$ cat config.mk
export PLATFORM = sky130hd
export DESIGN_NAME = telnet_server_negotiator
export DESIGN_NICKNAME = d
export VERILOG_FILES = /design/src/rtl/core/tsn_pkg.sv /design/src/rtl/core/telnet_server_negotiator.sv
export SDC_FILE = /design/constraint.sdc
export NUM_CORES = 1
export LEC_CHECK = 0
export BUFFER_PORTS_ARGS = -buffer_cell sky130_fd_sc_hd__buf_2
export CORE_AREA = 8 8 134 136
export DETAILED_ROUTE_END_ITERATION = 10
export DIE_AREA = 0 0 142 144
export SLEW_MARGIN = 20
export SYNTH_ARGS = -nofsm -noshare
export SYNTH_HDL_FRONTEND = slang
export SYNTH_SLANG_ARGS = --single-unit
$ cat constraint.sdc
create_clock -name aclk -period 3.8 [get_ports aclk]
set_clock_uncertainty 0.15 [all_clocks]
set_input_delay 0.38 -clock aclk [delete_from_list [all_inputs] [get_ports aclk]]
set_output_delay 0.38 -clock aclk [all_outputs]
set_load 0.01 [all_outputs]
$ cat src/rtl/core/tsn_pkg.sv
// Package for the telnet server negotiator: byte codes, command and
// destination codes, parse phase encoding and the result entry type.
// No dependencies.
`timescale 1ns / 1ps
`default_nettype none

package tsn_pkg;

    localparam logic [7:0] IAC_B    = 8'd255;
    localparam logic [7:0] SE_B     = 8'd240;
    localparam logic [7:0] SB_B     = 8'd250;
    localparam logic [7:0] WILL_B   = 8'd251;
    localparam logic [7:0] DMARK_B  = 8'd242;
    localparam logic [7:0] IP_B     = 8'd244;
    localparam logic [7:0] AO_B     = 8'd245;
    localparam logic [7:0] EC_B     = 8'd247;
    localparam logic [7:0] EL_B     = 8'd248;
    localparam logic [7:0] GA_B     = 8'd249;
    localparam logic [7:0] CR_B     = 8'd13;
    localparam logic [7:0] LF_B     = 8'd10;
    localparam logic [7:0] NUL_B    = 8'd0;
    localparam logic [7:0] ASCII_MASK = 8'o177;

    localparam logic [7:0] OPT_BINARY = 8'd0;
    localparam logic [7:0] OPT_ECHO   = 8'd1;
    localparam logic [7:0] OPT_SGA    = 8'd3;
    localparam logic [7:0] OPT_SNDLOC = 8'd23;

    localparam logic [1:0] CMD_NET  = 2'd0;
    localparam logic [1:0] CMD_TERM = 2'd1;
    localparam logic [1:0] CMD_IDLE = 2'd2;

    localparam logic [1:0] DEST_TERM  = 2'd0;
    localparam logic [1:0] DEST_NET   = 2'd1;
    localparam logic [1:0] DEST_FLUSH = 2'd2;

    localparam logic [1:0] VERB_WILL = 2'd0;
    localparam logic [1:0] VERB_WONT = 2'd1;
    localparam logic [1:0] VERB_DO   = 2'd2;
    localparam logic [1:0] VERB_DONT = 2'd3;

    localparam logic [1:0] REG_ERASE = 2'd0;
    localparam logic [1:0] REG_KILL  = 2'd1;
    localparam logic [1:0] REG_INTR  = 2'd2;
    localparam logic [1:0] REG_FLUSH = 2'd3;

    localparam logic [7:0] ERASE_RST = 8'd127;
    localparam logic [7:0] KILL_RST  = 8'd21;
    localparam logic [7:0] INTR_RST  = 8'd3;
    localparam logic [7:0] FLUSH_RST = 8'd15;

    localparam int MAX_RESULTS = 3;
    localparam int QUEUE_DEPTH = 4;
    localparam int PTR_W       = $clog2(QUEUE_DEPTH);
    localparam int CNT_W       = $clog2(QUEUE_DEPTH + 1);

    typedef enum logic [4:0] {
        PH_DATA   = 5'b00001,
        PH_IAC    = 5'b00010,
        PH_OPT    = 5'b00100,
        PH_SBOPT  = 5'b01000,
        PH_SBSKIP = 5'b10000
    } phase_t;

    typedef struct packed {
        logic [1:0] destination;
        logic [7:0] out_byte;
        logic       last;
        logic       local_echo;
    } result_t;

endpackage

`default_nettype wire

$ cat src/rtl/core/telnet_server_negotiator.sv
// Telnet server negotiator top level: IAC parser, option negotiation and
// a four-entry result queue. Depends on tsn_pkg.
// Accepted requests write their results into the queue, offered from its head.
// Throughput: one request per cycle while each yields at most one result and
// m_ready is high; multi-result requests drain one result per cycle through
// the queue while m_ready is high; s_ready is low while more than one is queued.
// Reset (aresetn low, synchronous): parser to data phase, flags and CR marks
// cleared, queue emptied, character registers back to their defaults.
`timescale 1ns / 1ps
`default_nettype none

module telnet_server_negotiator (
    input  wire logic       aclk,
    input  wire logic       aresetn,
    input  wire logic       s_valid,
    output logic            s_ready,
    input  wire logic [1:0] s_command,
    input  wire logic [7:0] s_data_byte,
    output logic            m_valid,
    input  wire logic       m_ready,
    output logic [1:0]      m_destination,
    output logic [7:0]      m_out_byte,
    output logic            m_last,
    output logic            m_local_echo,
    input  wire logic       cfg_valid,
    output logic            cfg_ready,
    input  wire logic [1:0] cfg_index,
    input  wire logic [7:0] cfg_data
);
    import tsn_pkg::*;

    logic [7:0] erase_reg, kill_reg, intr_reg, flush_reg;
    phase_t     phase_reg, phase_next;
    logic [1:0] verb_reg, verb_next;
    logic [3:0] rflags_reg, rflags_next;
    logic [2:0] lflags_reg, lflags_next;
    logic       rx_cr_reg, rx_cr_next;
    logic       tx_cr_reg, tx_cr_next;

    result_t          queue_reg [QUEUE_DEPTH];
    logic [PTR_W-1:0] head_reg, tail_reg;
    logic [CNT_W-1:0] count_reg;

    logic       accept, pop;
    logic [1:0] n_res;
    logic [1:0] res_dest [MAX_RESULTS];
    logic [7:0] res_byte [MAX_RESULTS];

    logic [3:0] rmask;
    logic [2:0] lmask;
    logic       r_known, l_known, r_held, l_held;
    logic       neg_ok;
    logic [1:0] neg_reply;
    logic [3:0] neg_rflags;
    logic [2:0] neg_lflags;
    logic [7:0] tb;

    assign cfg_ready = 1'b1;
    assign s_ready   = count_reg <= CNT_W'(QUEUE_DEPTH - MAX_RESULTS);
    assign accept    = s_valid && s_ready;
    assign m_valid   = count_reg != '0;
    assign pop       = m_valid && m_ready;

    assign m_destination = queue_reg[head_reg].destination;
    assign m_out_byte    = queue_reg[head_reg].out_byte;
    assign m_last        = queue_reg[head_reg].last;
    assign m_local_echo  = queue_reg[head_reg].local_echo;

    // option negotiation
    always_comb begin
        rmask = 4'b0000;
        lmask = 3'b000;
        case (s_data_byte)
            OPT_BINARY: begin rmask = 4'b0001; lmask = 3'b001; end
            OPT_ECHO:   begin rmask = 4'b0010; lmask = 3'b010; end
            OPT_SGA:    begin rmask = 4'b0100; lmask = 3'b100; end
            OPT_SNDLOC: begin rmask = 4'b1000; end
            default:    begin rmask = 4'b0000; lmask = 3'b000; end
        endcase
        r_known    = |rmask;
        l_known    = |lmask;
        r_held     = |(rflags_reg & rmask);
        l_held     = |(lflags_reg & lmask);
        neg_ok     = 1'b0;
        neg_reply  = VERB_WILL;
        neg_rflags = rflags_reg;
        neg_lflags = lflags_reg;
        case (verb_reg)
            VERB_WILL: begin
                if (!(r_known && r_held)) begin
                    neg_ok = 1'b1;
                    if (s_data_byte inside {OPT_BINARY, OPT_SGA, OPT_SNDLOC}) begin
                        neg_rflags = rflags_reg | rmask;
                        neg_reply  = VERB_DO;
                    end else begin
                        neg_reply = VERB_DONT;
                    end
                end
            end
            VERB_WONT: begin
                if (r_known && r_held) begin
                    neg_ok    = 1'b1;
                    neg_reply = VERB_DONT;
                    if (s_data_byte inside {OPT_BINARY, OPT_SGA}) begin
                        neg_rflags = rflags_reg & ~rmask;
                    end
                end
            end
            VERB_DO: begin
                if (!(l_known && l_held)) begin
                    neg_ok = 1'b1;
                    if (!l_known) begin
                        neg_reply = VERB_WONT;
                    end else begin
                        neg_reply  = VERB_WILL;
                        neg_lflags = lflags_reg | lmask;
                        if (s_data_byte == OPT_ECHO) begin
                            neg_rflags = rflags_reg & ~4'b0010;
                        end
                    end
                end
            end
            default: begin
                if (l_known && l_held) begin
                    neg_ok     = 1'b1;
                    neg_reply  = VERB_WONT;
                    neg_lflags = lflags_reg & ~lmask;
                    if (s_data_byte == OPT_ECHO) begin
                        neg_rflags = rflags_reg | 4'b0010;
                    end
                end
            end
        endcase
    end

    // per-request step
    always_comb begin
        phase_next  = phase_reg;
        verb_next   = verb_reg;
        rflags_next = rflags_reg;
        lflags_next = lflags_reg;
        rx_cr_next  = rx_cr_reg;
        tx_cr_next  = tx_cr_reg;
        n_res       = 2'd0;
        for (int k = 0; k < MAX_RESULTS; k++) begin
            res_dest[k] = DEST_TERM;
            res_byte[k] = NUL_B;
        end
        tb = lflags_reg[0] ? s_data_byte : (s_data_byte & ASCII_MASK);
        if (accept) begin
            case (s_command)
                CMD_NET: begin
                    case (phase_reg)
                        PH_IAC: begin
                            phase_next = PH_DATA;
                            if (s_data_byte == IAC_B) begin
                                n_res       = 2'd1;
                                res_dest[0] = DEST_TERM;
                                res_byte[0] = IAC_B;
                                rx_cr_next  = 1'b0;
                            end else if (s_data_byte >= WILL_B) begin
                                verb_next  = 2'(s_data_byte - WILL_B);
                                phase_next = PH_OPT;
                            end else if (s_data_byte == SB_B) begin
                                phase_next = PH_SBOPT;
                            end else if (s_data_byte == DMARK_B) begin
                                n_res       = 2'd1;
                                res_dest[0] = DEST_FLUSH;
                            end else if (s_data_byte == IP_B) begin
                                n_res       = 2'd1;
                                res_byte[0] = intr_reg;
                            end else if (s_data_byte == EC_B) begin
                                n_res       = 2'd1;
                                res_byte[0] = erase_reg;
                            end else if (s_data_byte == EL_B) begin
                                n_res       = 2'd1;
                                res_byte[0] = kill_reg;
                            end else if (s_data_byte == AO_B) begin
                                n_res       = 2'd3;
                                res_dest[0] = DEST_NET;
                                res_byte[0] = IAC_B;
                                res_dest[1] = DEST_NET;
                                res_byte[1] = DMARK_B;
                                res_byte[2] = flush_reg;
                            end
                        end
                        PH_OPT: begin
                            phase_next  = PH_DATA;
                            rflags_next = neg_rflags;
                            lflags_next = neg_lflags;
                            if (neg_ok) begin
                                n_res       = 2'd3;
                                res_dest[0] = DEST_NET;
                                res_byte[0] = IAC_B;
                                res_dest[1] = DEST_NET;
                                res_byte[1] = 8'(WILL_B + {6'd0, neg_reply});
                                res_dest[2] = DEST_NET;
                                res_byte[2] = s_data_byte;
                            end
                        end
                        PH_SBOPT: begin
                            phase_next = (s_data_byte == OPT_SNDLOC) ? PH_SBSKIP : PH_DATA;
                        end
                        PH_SBSKIP: begin
                            if (s_data_byte == SE_B) begin
                                phase_next = PH_DATA;
                            end
                        end
                        default: begin
                            phase_next = PH_DATA;
                            if (s_data_byte == IAC_B) begin
                                phase_next = PH_IAC;
                            end else begin
                                if (!(rx_cr_reg && (s_data_byte == LF_B ||
                                                    s_data_byte == NUL_B))) begin
                                    n_res       = 2'd1;
                                    res_byte[0] = s_data_byte;
                                end
                                rx_cr_next = s_data_byte == CR_B;
                            end
                        end
                    endcase
                end
                CMD_TERM: begin
                    if (tx_cr_reg && tb != LF_B) begin
                        n_res       = 2'd2;
                        res_dest[0] = DEST_NET;
                        res_byte[0] = NUL_B;
                        res_dest[1] = DEST_NET;
                        res_byte[1] = tb;
                    end else begin
                        n_res       = 2'd1;
                        res_dest[0] = DEST_NET;
                        res_byte[0] = tb;
                    end
                    tx_cr_next = tb == CR_B;
                end
                CMD_IDLE: begin
                    case (phase_reg)
                        PH_IAC, PH_OPT, PH_SBOPT, PH_SBSKIP: begin
                        end
                        default: begin
                            phase_next = PH_DATA;
                            if (!lflags_reg[2]) begin
                                n_res       = 2'd2;
                                res_dest[0] = DEST_NET;
                                res_byte[0] = IAC_B;
                                res_dest[1] = DEST_NET;
                                res_byte[1] = GA_B;
                            end
                        end
                    endcase
                end
                default: begin
                end
            endcase
        end
    end

    always_ff @(posedge aclk) begin
        if (!aresetn) begin
            erase_reg  <= ERASE_RST;
            kill_reg   <= KILL_RST;
            intr_reg   <= INTR_RST;
            flush_reg  <= FLUSH_RST;
            phase_reg  <= PH_DATA;
            verb_reg   <= VERB_WILL;
            rflags_reg <= '0;
            lflags_reg <= '0;
            rx_cr_reg  <= 1'b0;
            tx_cr_reg  <= 1'b0;
            head_reg   <= '0;
            tail_reg   <= '0;
            count_reg  <= '0;
        end else begin
            if (cfg_valid) begin
                case (cfg_index)
                    REG_ERASE: erase_reg <= cfg_data;
                    REG_KILL:  kill_reg  <= cfg_data;
                    REG_INTR:  intr_reg  <= cfg_data;
                    REG_FLUSH: flush_reg <= cfg_data;
                    default:   erase_reg <= erase_reg;
                endcase
            end
            phase_reg  <= phase_next;
            verb_reg   <= verb_next;
            rflags_reg <= rflags_next;
            lflags_reg <= lflags_next;
            rx_cr_reg  <= rx_cr_next;
            tx_cr_reg  <= tx_cr_next;
            if (pop) begin
                head_reg <= head_reg + PTR_W'(1);
            end
            tail_reg  <= tail_reg + PTR_W'(n_res);
            count_reg <= count_reg + CNT_W'(n_res) - CNT_W'(pop);
        end
    end

    always_ff @(posedge aclk) begin
        for (int k = 0; k < MAX_RESULTS; k++) begin
            if (2'(k) < n_res) begin
                queue_reg[PTR_W'(int'(tail_reg) + k)] <= '{
                    destination: res_dest[k],
                    out_byte:    res_byte[k],
                    last:        2'(k + 1) == n_res,
                    local_echo:  lflags_next[1]
                };
            end
        end
    end

endmodule

`default_nettype wire

==> key figures <==
Outcome
  • Status: finished, final reports clean

Synth
  • Synth Area in Adders: 2.63%
  • Synthesis warning total: 0
  • Compound-Gate Fraction of Synth Area: 22.3%
  • Post-Syn Nets: 832
  • Largest family of logic cells by synthesized area: simple AND/OR/NAND/NOR gates
  • Synth Instances: 793
  • Xor/xnor cell area share of the yosys netlist: 1.26%
  • Mean area per synthesized cell: 8.74 µm²
  • FFs w/ async S/R, synth: 0%
  • Simple-gate share of the synthesized area: 25.1%
  • Most common flop cell mapped by yosys: dfxtp_1
  • Mux contribution to synthesized area: 6.88%
  • Cell area after synthesis: 6930 µm²
  • EDFF count, synth: 44
  • Sequential share of the synthesized area: 36.7%
  • Yosys cell types: 82
  • Yosys reg bits: 105

Power
  • Static leakage: 2.92 nW
  • Logic pwr share: 22.3%
  • Power share of the sequential group: 44.7%
  • Pwr/cell area: 368 nW/µm²
  • Power share of the clock group: 33.1%
  • Net switching power: 0.000892 W
  • Total Power: 0.00292 W
  • P_int: 0.00202 W
  • Peak VDD IR: 223 µV
  • Sw Share: 30.6%

STA
  • Pins Over Slew Limit: 0
  • RSZ-0062 raised after global routing: no
  • Period utilisation layout: 92.3%
  • Final min period: 3.51 ns
  • Slew @ Worst Pin: 0.889 ns
  • Fin. Hold Viols: 0
  • Max Fclk: 285 MHz
  • Slew HR: 40.8%
  • Final Setup Violations: 0

Worst setup path
  • Crit-path max FO: 5
  • Critical path's largest stage delay: 0.50 ns
  • Slowest stage cell, crit path: a222oi_1
  • CP arrival: 3.62 ns
  • Critical Setup Path Class: in -> reg
  • CP cell instances: buf_2 -> inv_1 -> ha_1 -> a222oi_1 -> or3_1 -> nand3_1 -> a211oi_2 -> o32ai_4 -> nor2_4 -> inv_1 -> ha_1 -> inv_1 -> ha_1 -> inv_1 -> fa_2 -> xor2_1 -> xnor2_1 -> and2_1
  • Crit path launch type: input pin
  • Worst setup EP type: register
  • Critical Path RT: 3.91 ns
  • Setup slack, reg-to-reg: 0.37 ns
  • Most used cell, CP: inv_1

CTS
  • Clock transition at path regs: 0.08 ns
  • H-tree depth: 3
  • Setup Buffers After CTS: 0
  • Clock buffer depth: 2
  • TritonCTS clock tree: built
  • Worst-Skew Late Latency: 0.36 ns
  • CTS Sinks: 105
  • Total CTS buffers: 9
  • Resize count post-CTS: 0
  • Root Buffer: clkbuf_16
  • CTS Hold Buffers Added: 0

Cells and area
  • Nets: 888
  • Area grow syn2layout: 14.5%
  • Max reg flops: 48
  • Final core utilization: 49.4%
  • Final Non-Filler Cells: 1,074
  • Antenna Diode Count: 0
  • Share of layout cells above drive strength 1: 19.1%

Placed design
  • Final Wtd Congestion: 0.955
  • # port buffers: 38
  • Placed cells: 1,058
  • DPL Wire Length: 16,500 µm

Detailed routing
  • Drt wl/cell: 20.0 µm
  • Initial DRT Pass Iterations: 5
  • Detailed Route WL: 21,500 µm
  • DRC violations left: 0
  • Vias post-DR: 6,547
  • DR iter-0 viols: 791
  • Antenna violation net count after detailed routing: 0
  • Via-per-instance ratio: 6.10

Global route
  • Initial antenna violation count: 0
  • Grt ovf: 0
  • Vias in the first global route: 6,326
  • Global-route wire length before repair: 34,200 µm
  • GR Util All Layers: 21.3%
  • Largest net degree at the start of global routing: 57

Hold path
  • Hold crit path type: in -> reg

Flow run
  • Max-Cap Viols: 0

Die
  • Die Area: 20,400 µm²
  • Die Ht: 144 µm
  • Die W: 142 µm
  • Core region area: 16,100 µm²
  • Initial Util: 43.2%
  • Num rows: 47
  • I/O pin count: 40
==> synthesized netlist by cell type (5+ instances only) <==
library cell  number  area share, %
buf_2              5           0.36
clkbuf_1          38            2.1
a31oi_1            9           0.81
or2_2              6           0.54
dfxtp_1           61             18
nor4_1            10           0.90
inv_1             18           0.97
a21boi_0          17            1.8
a21o_1             5           0.54
and3_1             6           0.54
edfxtp_1          44             19
a221oi_1          14            1.8
nor2_1            44            2.4
nor3_1            24            1.7
nand3_1           40            2.9
a22oi_1           26            2.8
o21ai_0           32            2.3
buf_1              5           0.27
and2_1            17            1.5
nor2b_1           22            2.0
nand4_1            6           0.54
nand2b_1          12            1.1
mux2i_1           17            2.5
mux4_2            12            3.9
ha_1              13            2.3
a21oi_1           46            3.3
nand2_1          111            6.0
xor2_1             6           0.76
nor2_2             5           0.45
buf_6              8            1.3
nand3b_1           6           0.65
a211oi_1           5           0.54
o211ai_1           8           0.87
or3_1             12            1.1
o21a_1             9           0.97
==> metal layers <==
| layer | global-route usage (%) | wire length [µm] |
|---|---|---|
| met1 | 26.7 | 9170 |
| met3 | 4.49 | 1590 |
| met2 | 34.6 | 9980 |
| met4 | 9.95 | 788 |
| met5 | 0 | 0 |
==> logic make-up after synthesis <==
kind of cell | Yosys count
xor gates and xnor gates | 10
DFF | 105
buffers and inverters | 76
adders and majority gates | 14
and+or+nand+nor | 341
muxes | 32
AOI/OAI and AO/OA | 214
other | 1
==> worst max-delay path: cells and delay by family <==
| kind | cells | cell delay [ns] |
|---|---|---|
| buf+inv | 5 | 0.35 |
| fa+ha+maj | 4 | 0.97 |
| simple gates | 4 | 0.65 |
| xor+xnor | 2 | 0.28 |
| compound gates | 3 | 1.01 |
==> final timing paths <==
path                                                 from                         to  cells past startpoint
worst max register to register  phase_reg[1]$_SDFFE_PN0P_    count_reg[2]$_SDFF_PN0_                     15
worst min register to register  erase_reg[0]$_SDFFE_PN1P_  erase_reg[0]$_SDFFE_PN1P_                      2
worst min-delay path                          cfg_data[0]  erase_reg[0]$_SDFFE_PN1P_                      3
worst max-delay path                       s_data_byte[0]    count_reg[2]$_SDFF_PN0_                     18
==> power by group through the flow <==
| stage | sequential (W) | clock [W] | combinational, W |
|---|---|---|---|
| global placement | 0.00133 | 0 | 0.000641 |
| CTS | 0.00131 | 0.000981 | 0.000651 |
| floorplan | 0.00128 | 0 | 0.000469 |
| global route | 0.00132 | 0.00102 | 0.000711 |
| finish | 0.00130 | 0.000965 | 0.000649 |
| detailed placement | 0.00133 | 0 | 0.000648 |
==> placed cells by master (no fill, tap or decap), drive strengths merged, types with 10 or more instances in the layout <==
| master | netlist | layout |
|---|---|---|
| nor2b | 22 | 22 |
| a21oi | 49 | 49 |
| mux2i | 18 | 18 |
| a221oi | 16 | 16 |
| o21ai | 33 | 33 |
| nor4 | 11 | 11 |
| nand2 | 111 | 111 |
| nand2b | 12 | 12 |
| ha | 13 | 13 |
| nand3 | 40 | 40 |
| edfxtp | 44 | 44 |
| dfxtp | 61 | 61 |
| nor3 | 27 | 27 |
| a22oi | 26 | 26 |
| mux4 | 12 | 12 |
| nor2 | 49 | 49 |
| clkbuf | 38 | 10 |
| a21boi | 17 | 17 |
| or3 | 12 | 12 |
| inv | 18 | 22 |
| and2 | 17 | 17 |
| buf | 19 | 102 |
==> stage by stage <==
stage	instance area [µm²]	hold slack, ns	setup TNS, ns	setup WS (ns)
4_1_cts	7940	0.149	0	0.292
2_1_floorplan	6960	0.285	-0.104	-0.104
3_3_place_gp	7630	0.316	0	0.0353
3_5_place_dp	7630	0.314	-0.0805	-0.0805
6_report	7940	0.156	0	0.291
5_1_grt	7940	0.157	0	0.0877
==> final cells by class <==
type	count	area, µm²
inverters	19	71.3
multi-input cells	612	4060
fillers	1561	8120
clock inverters	6	55.1
repair buffers	102	683
well taps	220	275
clock buffers	10	250
flip-flops and latches	105	2540
(Power assumes the default switching activity.)
